**config.mk**
```make
export PLATFORM = sky130hd
export DESIGN_NAME = pnt_alu
export DESIGN_NICKNAME = d
export VERILOG_FILES = /design/src/hdl/pnt_pkg.sv /design/src/hdl/pnt_alu.sv
export SDC_FILE = /design/constraint.sdc
export NUM_CORES = 1
export LEC_CHECK = 0
export ABC_AREA = 1
export BUFFER_PORTS_ARGS = -buffer_cell sky130_fd_sc_hd__buf_2
export CAP_MARGIN = 20
export CORE_AREA = 2 2 46 48
export DETAILED_ROUTE_END_ITERATION = 8
export DIE_AREA = 0 0 48 50
export PLACE_DENSITY = 0.88
export SLEW_MARGIN = 10
export SYNTH_ARGS = -nofsm -noshare
export SYNTH_HDL_FRONTEND = slang
export SYNTH_SLANG_ARGS = --single-unit
```
**constraint.sdc**
```tcl
create_clock -name vclk -period 3.45
set_input_delay 0.345 -clock vclk [all_inputs]
set_output_delay 0.345 -clock vclk [all_outputs]
set_load 0.01 [all_outputs]
```
**src/hdl/pnt_pkg.sv**
```systemverilog
// Package for the Petri net transition firing engine: sizes, codes and shared types.
// No dependencies; pnt_alu, the top level and the testbench import it.
package pnt_pkg;

  localparam int NUM_PLACES      = 20;
  localparam int NUM_TRANSITIONS = 40;
  localparam int TOKEN_BITS      = 8;
  localparam int WEIGHT_BITS     = 8;

  localparam int ARC_COUNT = NUM_PLACES * NUM_TRANSITIONS;
  localparam int ARC_AW    = $clog2(ARC_COUNT);
  localparam int PLACE_AW  = $clog2(NUM_PLACES);
  localparam int PLACE_CW  = $clog2(NUM_PLACES + 1);

  // working width for token math: wide enough for either operand plus a borrow bit
  localparam int CALC_W = ((TOKEN_BITS > WEIGHT_BITS) ? TOKEN_BITS : WEIGHT_BITS) + 1;
  localparam logic [CALC_W-1:0] TOKEN_MAX = CALC_W'((1 << TOKEN_BITS) - 1);

  typedef logic [TOKEN_BITS-1:0]  token_t;
  typedef logic [WEIGHT_BITS-1:0] weight_t;

  // request codes
  localparam logic [2:0] ACT_FIRE   = 3'd0;
  localparam logic [2:0] ACT_WR_IN  = 3'd1;
  localparam logic [2:0] ACT_WR_OUT = 3'd2;
  localparam logic [2:0] ACT_SET    = 3'd3;
  localparam logic [2:0] ACT_READ   = 3'd4;

  // result status codes
  localparam logic [1:0] ST_FIRED   = 2'd0;
  localparam logic [1:0] ST_NOT_EN  = 2'd1;
  localparam logic [1:0] ST_WR_DONE = 2'd2;
  localparam logic [1:0] ST_READ    = 2'd3;

  typedef struct packed {
    logic   borrow;       // tokens below input weight
    token_t next_tokens;  // tokens - w_in + w_out, saturated
  } alu_res_t;

endpackage

```
**src/hdl/pnt_alu.sv**
```systemverilog
// Shared token unit: enable check (borrow) and saturating marking update.
// Depends on pnt_pkg.
module pnt_alu
  import pnt_pkg::*;
(
  input  token_t   tokens,
  input  weight_t  w_in,
  input  weight_t  w_out,
  output alu_res_t res
);

  logic [CALC_W-1:0] diff;
  logic [CALC_W-1:0] sum;

  always_comb begin
    diff = CALC_W'(tokens) - CALC_W'(w_in);
    sum  = diff + CALC_W'(w_out);
    res.borrow = diff[CALC_W-1];
    // sum only meaningful without borrow; then it fits in CALC_W
    res.next_tokens = (sum > TOKEN_MAX) ? TOKEN_MAX[TOKEN_BITS-1:0] : sum[TOKEN_BITS-1:0];
  end

endmodule

```
==> impl_metrics.toml <==
[cells_and_area]
fin_nets = 235
fillers = 204
n_antenna_cell = 0
layout-drive-gt1-share_pct = 23.0
seq_cells = 0
seq_area_um2 = 0
nClkBuffers = 0
area_growth_pct = 22.2

[flow_run]
cap_violations = 0

[timing]
tns_ns = 0
max-slew-margin-rel_pct = 83.6
hold_viol = 0
fmax_mhz = 346
rsz0062_at_grt = "false"
layout_min_cycle_time_ns = 2.89
worst_pin_slew_ns = 0.247
setup_slack_ns = 0.564
slew_violations = 0
setup_viol = 0
period_share_pct = 83.7

[power_and_ir_drop]
p_sw_uw = 176
p_clk_share_pct = 0
pwr-share-seq_pct = 0
switching_share_pct = 57.7
power_density_nw_per_um2 = 278
static-leakage-power_uw = 0.000709
pwr-share-comb_pct = 100.0
power.internal_uw = 128
ir_drop_mv = 0.117

[global_routing]
grt_usage_pct = 15.1
grt_pass1_vias = 773
globalRouteOverflowTotal = 0
grt-busiest-layer = "met2"
gr-usage-met2_pct = 27.1
use_met3_pct = 0
use_met1_pct = 20.7
grt_pass1_wl_um = 2860
antenna_found_initial = 0
grt_max_degree = 9

[floorplanning]
initial_core_util_pct = 47.1
die_h_um = 50
dieArea_um2 = 2400
rows = 16
core_region_area_um2 = 1900
io-pin-count = 33
die_x_um = 48

[drt]
wl_um = 1700
via_per_inst = 4.51
drcViolationCount = 0
drt_pass1_iterations = 4
drt.antenna.violating_nets = 0
drt_first_iter_violations = 13
vias = 984
wl_per_cell_um = 7.81

[setup_path]
crit_start = "tokens[0]"
crit_arrival_ns = 2.54
end_kind = "output port"
worstPathRequired_ns = 3.11
worstSetupPathType = "input pin to output port"
critPathLaunchType = "input pin"
endpoint = "res[1]"
crit_path_max_fanout = 8

[worst_hold_path]
hold_start = "w_out[0]"
hold_class = "input pin to output port"

[synthesis]
synth_top_cell_area_share_pct = 22.6
syn-instance-count = 158
yosys_warnings = 0
yosys.area.top_type = "nand2_1"
syn_avg_cell_area_um2 = 5.67
synth_most_common_cell = "nand2_1"
synth_common_cells = "54 x nand2_1, 39 x inv_1, 16 x ha_1, 9 x nand3_1, 7 x a21oi_1"
seq_area_frac_synth_pct = 0
synth_fp_nets = 200
syn-cell-area_um2 = 896
synth.distinct_cells = 19
synth.area.top_cells = "nand2_1 23%, ha_1 22%, inv_1 16%"

[clocking]
hold_buffers = 0
ctsResizeCount = 0
post-cts-setup-buffers = 0

[placed_design]
dp_slack_ns = 0.546
gp_routability_congestion = 0.808
dp.final_hpwl_um = 1570
port_buffers = 33

[run_status]
status = "finished, final reports clean"
==> cell usage in the layout, fill, tap and decap left out, types with 2 or more instances in the layout <==
| cell type | synthesis | layout |
|---|---|---|
| xor2_1 | 2 | 2 |
| fa_1 | 2 | 2 |
| nor2_1 | 3 | 3 |
| nand3_1 | 9 | 9 |
| xnor2_1 | 4 | 4 |
| buf_2 | 0 | 33 |
| ha_1 | 16 | 16 |
| nand4_1 | 6 | 6 |
| a21oi_1 | 7 | 7 |
| nand3b_1 | 3 | 3 |
| nand2_1 | 54 | 54 |
| inv_1 | 39 | 39 |
| nand2_2 | 6 | 6 |
==> power groups by stage <==
stage | sequential [uW] | clock, uW | combinational, uW
floorplan | 0 | 0 | 231
global placement | 0 | 0 | 303
detailed placement | 0 | 0 | 307
CTS | 0 | 0 | 308
global route | 0 | 0 | 355
finish | 0 | 0 | 304
==> worst min path at each step <==
stage | slack, ns | end | depth (start not counted)
finish | 1.08 | res[0] | 5
global route | 1.15 | res[0] | 5
CTS | 1.08 | res[0] | 5
detailed placement | 1.08 | res[0] | 5
global placement | 1.08 | res[0] | 5
floorplan | 0.91 | res[0] | 3
==> logic make-up after synthesis <==
group / synth area share, %
compound gates: 7.54
xor+xnor: 5.87
fa+ha+maj: 26.8
buf+inv: 16.8
simple gates: 43.0
==> layer usage <==
layer | routed length (um) | up-vias
li1 | - | 555
met2 | 861 | 15
met3 | 45 | 0
met4 | 0 | 0
met1 | 796 | 414
met5 | 0 | -
==> critical path: stages <==
cell	delay, ns
buf_2	0.08
inv_1	0.03
ha_1	0.21
fa_1	0.40
inv_1	0.09
nand4_1	0.11
nand4_1	0.11
nand2_1	0.06
ha_1	0.33
nand2_1	0.10
inv_1	0.05
nand2_1	0.05
nand2_1	0.06
a21oi_1	0.16
nand2_2	0.08
nand2_4	0.10
nand2_1	0.06
buf_2	0.13
==> stage by stage <==
stage               utilization [%]  total power [uW]  hold slack [ns]  std cells  instance area, um2
floorplan                         -               231            0.915        158                 896
global placement               57.6               303             1.08        218                1090
detailed placement             57.6               307             1.08        218                1090
CTS                            57.6               308             1.08        218                1090
global route                   57.6               355             1.15        218                1090
finish                         57.6               304             1.08        218                1090
==> area by class of cell <==
type / count / area [um2] / area share [%]
inverter: 40 / 150 / 13.7
timing repair buffer: 33 / 165 / 15.1
multi-input combinational: 118 / 746 / 68.1
tap: 27 / 33.8 / 3.09
(Power assumes the default switching activity.)
