===== src/hdl/pnt_ram.sv =====
// Generic simple dual-port RAM: one write port, one read port, registered read.
// No dependencies.
module pnt_ram #(
  parameter int WIDTH = 8,
  parameter int DEPTH = 16
) (
  input  logic                     clk,
  input  logic                     we,
  input  logic [$clog2(DEPTH)-1:0] waddr,
  input  logic [WIDTH-1:0]         wdata,
  input  logic                     re,
  input  logic [$clog2(DEPTH)-1:0] raddr,
  output logic [WIDTH-1:0]         rdata
);

  logic [WIDTH-1:0] mem [DEPTH];

  always_ff @(posedge clk) begin
    if (we) begin
      mem[waddr] <= wdata;
    end
    if (re) begin
      rdata <= mem[raddr];
    end
  end

endmodule


===== config.mk =====
export PLATFORM = sky130hd
export DESIGN_NAME = pnt_ram
export DESIGN_NICKNAME = d
export VERILOG_FILES = /design/src/hdl/pnt_ram.sv
export SDC_FILE = /design/constraint.sdc
export NUM_CORES = 1
export LEC_CHECK = 0
export BUFFER_PORTS_ARGS = -buffer_cell sky130_fd_sc_hd__buf_2
export CORE_ASPECT_RATIO = 0.75
export CORE_MARGIN = 10
export CORE_UTILIZATION = 45
export CTS_CLUSTER_SIZE = 20
export DETAILED_ROUTE_END_ITERATION = 10
export GPL_TIMING_DRIVEN = 0
export SLEW_MARGIN = 30
export SYNTH_ARGS = -nofsm -noshare
export SYNTH_HDL_FRONTEND = slang
export SYNTH_SLANG_ARGS = --single-unit

===== constraint.sdc =====
create_clock -name clk -period 1.72 [get_ports clk]
set_clock_uncertainty 0.15 [all_clocks]
set_input_delay 0.258 -clock clk [delete_from_list [all_inputs] [get_ports clk]]
set_output_delay 0.258 -clock clk [all_outputs]
set_load 0.01 [all_outputs]

==> results of run 1 <==
## logic make-up after synthesis
family	after synthesis	share of synthesized area, %
flip-flops	136	78.12
AND/OR/NAND/NOR	35	3.136
buffers and inverters	10	1.651
multiplexers	32	14.79
AO/OA/AOI/OAI	16	2.298
## final timing paths
kind	endpoint	slack, ns	depth (start not counted)
hold reg to reg	rdata[1]	0.63	3
setup reg to reg	rdata[7]	0.06	3
hold / removal	rdata[7]	0.05	1
setup / recovery	rdata[7]	0.06	3
## flip-flops by register name (all words and copies together), names as in the netlist
signal  count
mem       128
rdata       8
## critical path, stage by stage, from the launching register on
cell and delay (ns):
edfxtp_1 0.36, mux4_2 0.51, a22oi_1 0.25, nand2_1 0.13
## through the flow
stage	setup slack [ns]	hold slack, ns	TNS [ns]	total power, uW
after floorplan	0.02959	0.2069	0	4014
after global placement	-0.4948	0.4532	-29.52	4179
after detailed placement	-0.4138	0.4704	-21.79	4190
after CTS	0.01204	0.03961	0	7484
after global routing	0.02470	0.04893	0	7662
final	0.05666	0.05157	0	7437
## layout make-up
cell class / instances / area (um^2) / area share, %
buffer: 10 / 86.33 / 1.412
timing repair buffer: 25 / 125.1 / 2.047
multi-input combinational: 83 / 1101 / 18.01
sequential: 136 / 4084 / 66.82
clock inverter: 13 / 107.6 / 1.760
tap: 140 / 175.2 / 2.866
clock buffer: 19 / 432.9 / 7.083
## cells in the final DEF (no fill, tap or decap), types with 2 or more instances in the layout
| cell type | netlist | routed |
|---|---|---|
| a22oi_1 | 16 | 14 |
| clkdlybuf4s25_2 | 3 | 3 |
| clkinv_4 | 0 | 3 |
| nor2_1 | 13 | 10 |
| mux4_1 | 14 | 14 |
| nor3_2 | 0 | 3 |
| mux4_2 | 18 | 18 |
| nand2_1 | 9 | 9 |
| edfxtp_1 | 136 | 136 |
| buf_6 | 3 | 3 |
| clkbuf_1 | 0 | 2 |
| clkbuf_16 | 0 | 17 |
| clkinvlp_4 | 0 | 4 |
| buf_2 | 3 | 28 |
| nand2b_1 | 2 | 2 |
| nor2_2 | 0 | 3 |
| clkinv_1 | 0 | 3 |
| clkinv_2 | 0 | 2 |
| a22oi_2 | 0 | 2 |
| nand3b_1 | 2 | 2 |
## power groups by stage
stage	Combinational [uW]	Clock [uW]	Sequential, uW
after detailed placement	370	0	3820
final	372	3320	3750
after floorplan	189	0	3830
after CTS	372	3360	3750
after global placement	362	0	3820
after global routing	403	3500	3760
## timing repair
item                                    in CTS  in global routing
hold buffers                                 0                  0
endpoints found under the setup margin       0                 26
gates resized for setup                      0                  6
## metal layers
metal / up-vias / wire length [um]
li1: 1069 / -
met1: 1293 / 5005
met2: 66 / 4653
met3: 7 / 869
met4: 0 / 65
met5: - / 0
==> metrics.md, run 1 <==
| Metric | Value |
|---|---|
| Run status | `complete, no violations` |
| Avg WL per Cell | `between 20 and 25 um` |
| Primary FF master, synth | `edfxtp_1` |
| Routability cong. | `between 0.7 and 0.8` |
| Core area | `~0.011 mm^2` |
| Root Buffer | `clkbuf_16` |
| Post-route insts no fill | `426` |
| Synthesized cell area | `0.005228 mm^2` |
| Max_cap viols | `0` |
| Ys async rst share | `0%` |
| Router iterations before antenna repair | `4` |
| Cts bufs inserted | `17` |
| Pleak | `0.002013 uW` |
| Tcrit/Tclk final | `96.71%` |
| CP Class | `reg -> reg` |
| Detailed Place HPWL | `roughly 6.6 mm` |
| Hold Path Class | `in -> reg` |
| RSZ-0062 raised after global routing | `no` |
| Starting Density | `a little under half` |
| Die area | `around 0.016 mm^2` |
| Fmax | `0.6012 GHz` |
| Final instance area | `~0.0061 mm^2` |
| Cell count after synthesis | `~230` |
| PD cells | `between 1000 and 1500 mW/mm^2` |
| VDD IR max | `about 850 uV` |
| Yosys warns | `0` |
| Slew margin rel. | `between 40% and 50%` |
| # DRC | `0` |
| Post-synth EDFFs | `136` |
| Syn_nets | `between 200 and 250` |
| Slew Viols, Final | `0` |
| Clock Path Buffers | `2` |
| Synth cell types | `18` |
| Clock slew at reported path FFs | `roughly 0.06 ns` |
| Antenna violations before repair | `0` |
| Sw frac | `a little over a fifth` |
| Synth area leader | `edfxtp_1` |
| Worst r2r src | `mem[15][7]` |
| Met3 usage | `under 10%` |
| Die H | `between 100 and 150 um` |
| Comb pwr share | `5.0%` |
| Area delta synth->final | `16.92%` |
| Most numerous cell in the Yosys netlist | `edfxtp_1` |
| GRT Resource Usage Total | `a little over an eighth` |
| Hold Startpoint | `re` |
| CP Launch Type | `flip-flop` |
| Synth top area cells | `edfxtp_1 (78%), mux4_2 (7.8%), mux4_1 (7.0%)` |
| Vias in the first global route | `approximately 2.5k` |
| Postcts setup bufs | `0` |
| CP endpoint kind | `flip-flop` |
| CTS tree | `built` |
| GR Util met2 | `approximately 19%` |
| Worst setup path start | `mem[15][7]` |
| Commonest cells post-synth | `edfxtp_1 (136), mux4_2 (18), a22oi_1 (16)` |
| Sequential share of power | `about 50%` |
| DRT Wirelength | `approximately 11 mm` |
| Number of vias per cell | `between 5 and 6` |
| Post-layout min period | `roughly 1.7 ns` |
| Final setup fails | `0` |
| Sequential-to-total area share from yosys stat | `between 70% and 80%` |
| Max H-tree Level | `4` |
| Final hold vios | `0` |
| Vias | `approximately 2.4k` |
| First-pass GRT wire length | `about 16 mm` |
| Number of fillers in the final layout | `a little under 900` |
| Port bufs | `25` |
| Crit path DAT | `1.65 ns` |
| Clock sinks | `~140` |
| Clk network pwr share | `44.6%` |
| Finished Core Util | `between 50% and 60%` |
| Yosys reg bits | `approximately 140` |
| Site row count | `33` |
| Maximum number of pins on one net before global-route repair | `17` |
| DRT iter0 DRCs | `~210` |
| Nets | `292` |
| Post-synth top area share | `a little under 80%` |
| DP Area | `between 0.005 and 0.006 mm^2` |
| Clk_lat worst skew | `0.41 ns` |
| Die Wd | `144.5 um` |
| Fraction of layout cells with a size suffix above 1 | `roughly a third` |
| Post-DRT Antenna Nets | `0` |
| WP data required | `1.71 ns` |
| Gr ovfl total | `0` |
| Critical path peak fanout | `1` |
| Placed Instances | `between 300 and 400` |
| I/O pin total | `27` |
| Busiest grt layer | `met1` |
| P_sw | `approximately 1600 uW` |
| Transition time of the tightest slew-check pin | `0.8455 ns` |
| Antenna cells | `0` |
| Met1 Use GR | `between 15 and 20%` |
| Design internal power | `roughly 6000 uW` |
| Syn_area_per_cell | `22.83 um^2` |
(Power assumes the default switching activity.)
==> run 2: changes to the inputs <==
--- a/config.mk
+++ b/config.mk
@@ -12,6 +12,7 @@
 export CTS_CLUSTER_SIZE = 20
 export DETAILED_ROUTE_END_ITERATION = 10
 export GPL_TIMING_DRIVEN = 0
+export RECOVER_POWER = 25
 export SLEW_MARGIN = 30
 export SYNTH_ARGS = -nofsm -noshare
 export SYNTH_HDL_FRONTEND = slang
==> constraint.sdc (replaced) <==
create_clock -name clk -period 1.72 [get_ports clk]
set_clock_uncertainty 0.15 [all_clocks]
set_input_delay 0.258 -clock clk [delete_from_list [all_inputs] [get_ports clk]]
set_output_delay 0.258 -clock clk [all_outputs]
set_load 0.005 [all_outputs]
==> run 2 against run 1 <==
Effect of this change: combinational power down 2%; hold slack better by 0.070 ns; die area unchanged; via count about the same; register-to-register slack about the same; count of clock-buffer cells in the layout unchanged; critical endpoint unchanged; first-iteration DRC count unchanged; global-route usage unchanged; total power down 0.11%.
==> metrics.md, run 2 (synthesis results as in run 1) <==
| Metric | Value |
|---|---|
| Post-layout min period | `roughly 1.7 ns` |
| DRT Wirelength | `10.60 mm` |
| CP endpoint kind | `flip-flop` |
| WP data required | `between 1.5 and 2 ns` |
| Port bufs | `25` |
| Sw frac | `a little over a fifth` |
| Area delta synth->final | `16.80%` |
| Antenna violations before repair | `0` |
| I/O pin total | `27` |
| P_sw | `1580 uW` |
| Worst path cell trace | `mux4_2 -> a22oi_1 -> nand2_1` |
| Most flops, register | `mem` |
| Clock Path Buffers | `2` |
| Tot Pwr | `roughly 7400 uW` |
| Final setup fails | `0` |
| First-pass GRT wire length | `15.87 mm` |
| DRT iter0 DRCs | `roughly 210` |
| Vias | `about 2.4k` |
| Delay of the slowest critical-path stage | `0.51 ns` |
| Site row count | `33` |
| VDD IR max | `between 800 and 900 uV` |
| Routability cong. | `just over 0.7` |
| PD cells | `approximately 1200 mW/mm^2` |
| Tcrit/Tclk final | `a little over nine tenths` |
| Place WS | `-0.4138 ns` |
| CP Launch Type | `flip-flop` |
| Clock slew at reported path FFs | `roughly 0.060 ns` |
| Maximum number of pins on one net before global-route repair | `17` |
| Critical path peak fanout | `1` |
| Crit path DAT | `approximately 1.7 ns` |
| Largest registers | `mem (128), rdata (8)` |
| GRT Resource Usage Total | `between 10% and 20%` |
| # DRC | `0` |
| Max_cap viols | `0` |
| Starting Density | `between 40 and 50%` |
| Clk_lat worst skew | `between 0.4 and 0.5 ns` |
| Comb pwr share | `4.9%` |
| Slew Viols, Final | `0` |
| Final setup margin | `approximately 0.056 ns` |
| Fraction of layout cells with a size suffix above 1 | `around 30%` |
| Slew margin rel. | `a little over two fifths` |
| Design internal power | `5849 uW` |
| Largest delay share family, worst path | `multiplexers` |
| Router iterations before antenna repair | `4` |
| Gr ovfl total | `0` |
| Final hold vios | `0` |
| Vias in the first global route | `between 2k and 3k` |
| Root Buffer | `clkbuf_16` |
| Die area | `0.01637 mm^2` |
| Pleak | `0.001999 uW` |
| Most common cell after layout, fill and taps aside | `edfxtp_1` |
| Clk network pwr share | `44.6%` |
| Max reg flops | `about 130` |
| Nets | `between 200 and 300` |
| Transition time of the tightest slew-check pin | `0.8456 ns` |
| Clock sinks | `between 100 and 150` |
| Cts bufs inserted | `17` |
| Core area | `0.01115 mm^2` |
| Avg WL per Cell | `24.88 um` |
| Run status | `complete, no violations` |
| Critical path buffer and inverter count | `0` |
| Commonest cells after routing, fill and taps aside | `edfxtp_1 (136), buf_2 (23), mux4_2 (18), clkbuf_16 (17)` |
| Die H | `113.3 um` |
| Postcts setup bufs | `0` |
| Detailed Place HPWL | `between 6 and 7 mm` |
| Fmax | `~0.60 GHz` |
| Hold Path Class | `in -> reg` |
| CP Class | `reg -> reg` |
| RSZ-0062 raised after global routing | `no` |
| Post-DRT Antenna Nets | `0` |
| CTS tree | `built` |
| Antenna cells | `0` |
| Max H-tree Level | `4` |
| Number of vias per cell | `around 5.7` |
| Slowest-stage cell, CP | `mux4_2` |
| Die Wd | `approximately 140 um` |
| Sequential share of power | `50.5%` |
[run 2: path summary, 6_finish.rpt]
check / from / to / slack, ns / cells past startpoint
worst max register to register: mem[15][7] / rdata[7] / 0.06 / 3
worst min register to register: mem[0][1] / rdata[1] / 0.63 / 3
worst min-delay path: wdata[3] / mem[15][3] / 0.12 / 1
worst max-delay path: mem[15][7] / rdata[7] / 0.06 / 3
[run 2: cell type report]
| cell class | instances | area [um^2] |
|---|---|---|
| multi-input combinational | 83 | 1101 |
| buffer | 10 | 86.33 |
| tap | 140 | 175.2 |
| sequential | 136 | 4084 |
| fill | 877 | 5042 |
| clock inverter | 13 | 107.6 |
| timing repair buffer | 25 | 118.9 |
| clock buffer | 19 | 432.9 |
[run 2: power groups by stage]
stage	sequential, uW	clock (uW)	combinational (uW)
global placement	3820	0	355
floorplan	3820	0	189
global route	3760	3500	395
CTS	3750	3360	365
finish	3750	3310	363
detailed placement	3820	0	364
[run 2: worst register-to-register path, cell delays in order, from the launching register on]
cell and delay, ns:
edfxtp_1 0.36, mux4_2 0.51, a22oi_1 0.25, nand2_1 0.13
[run 2: per-stage QoR]
step	setup TNS, ns	cell area, um^2	hold slack, ns	util (%)	cells
floorplan	0	5233	0.2069	-	229
global placement	-29.52	5533	0.4532	49.63	394
detailed placement	-21.79	5548	0.4704	49.76	394
CTS	0	6088	0.03961	54.61	426
global route	0	6106	0.1212	54.77	426
finish	0	6106	0.1212	54.77	426
[run 2: layer usage]
metal | track usage [%] | share of wire [%] | vias to the layer above
met2 | 18.53 | 44 | 69
li1 | - | - | 1069
met5 | 0 | 0 | -
met1 | 19.97 | 47 | 1289
met4 | 4.906 | 0.62 | 0
met3 | 4.304 | 8.4 | 7
[run 2: what timing repair did]
item                                   4_1_cts  5_1_grt
hold buffers                                 0        0
setup endpoints to repair                    0       26
resized for setup                            0        6
endpoints found under the hold margin        0        0
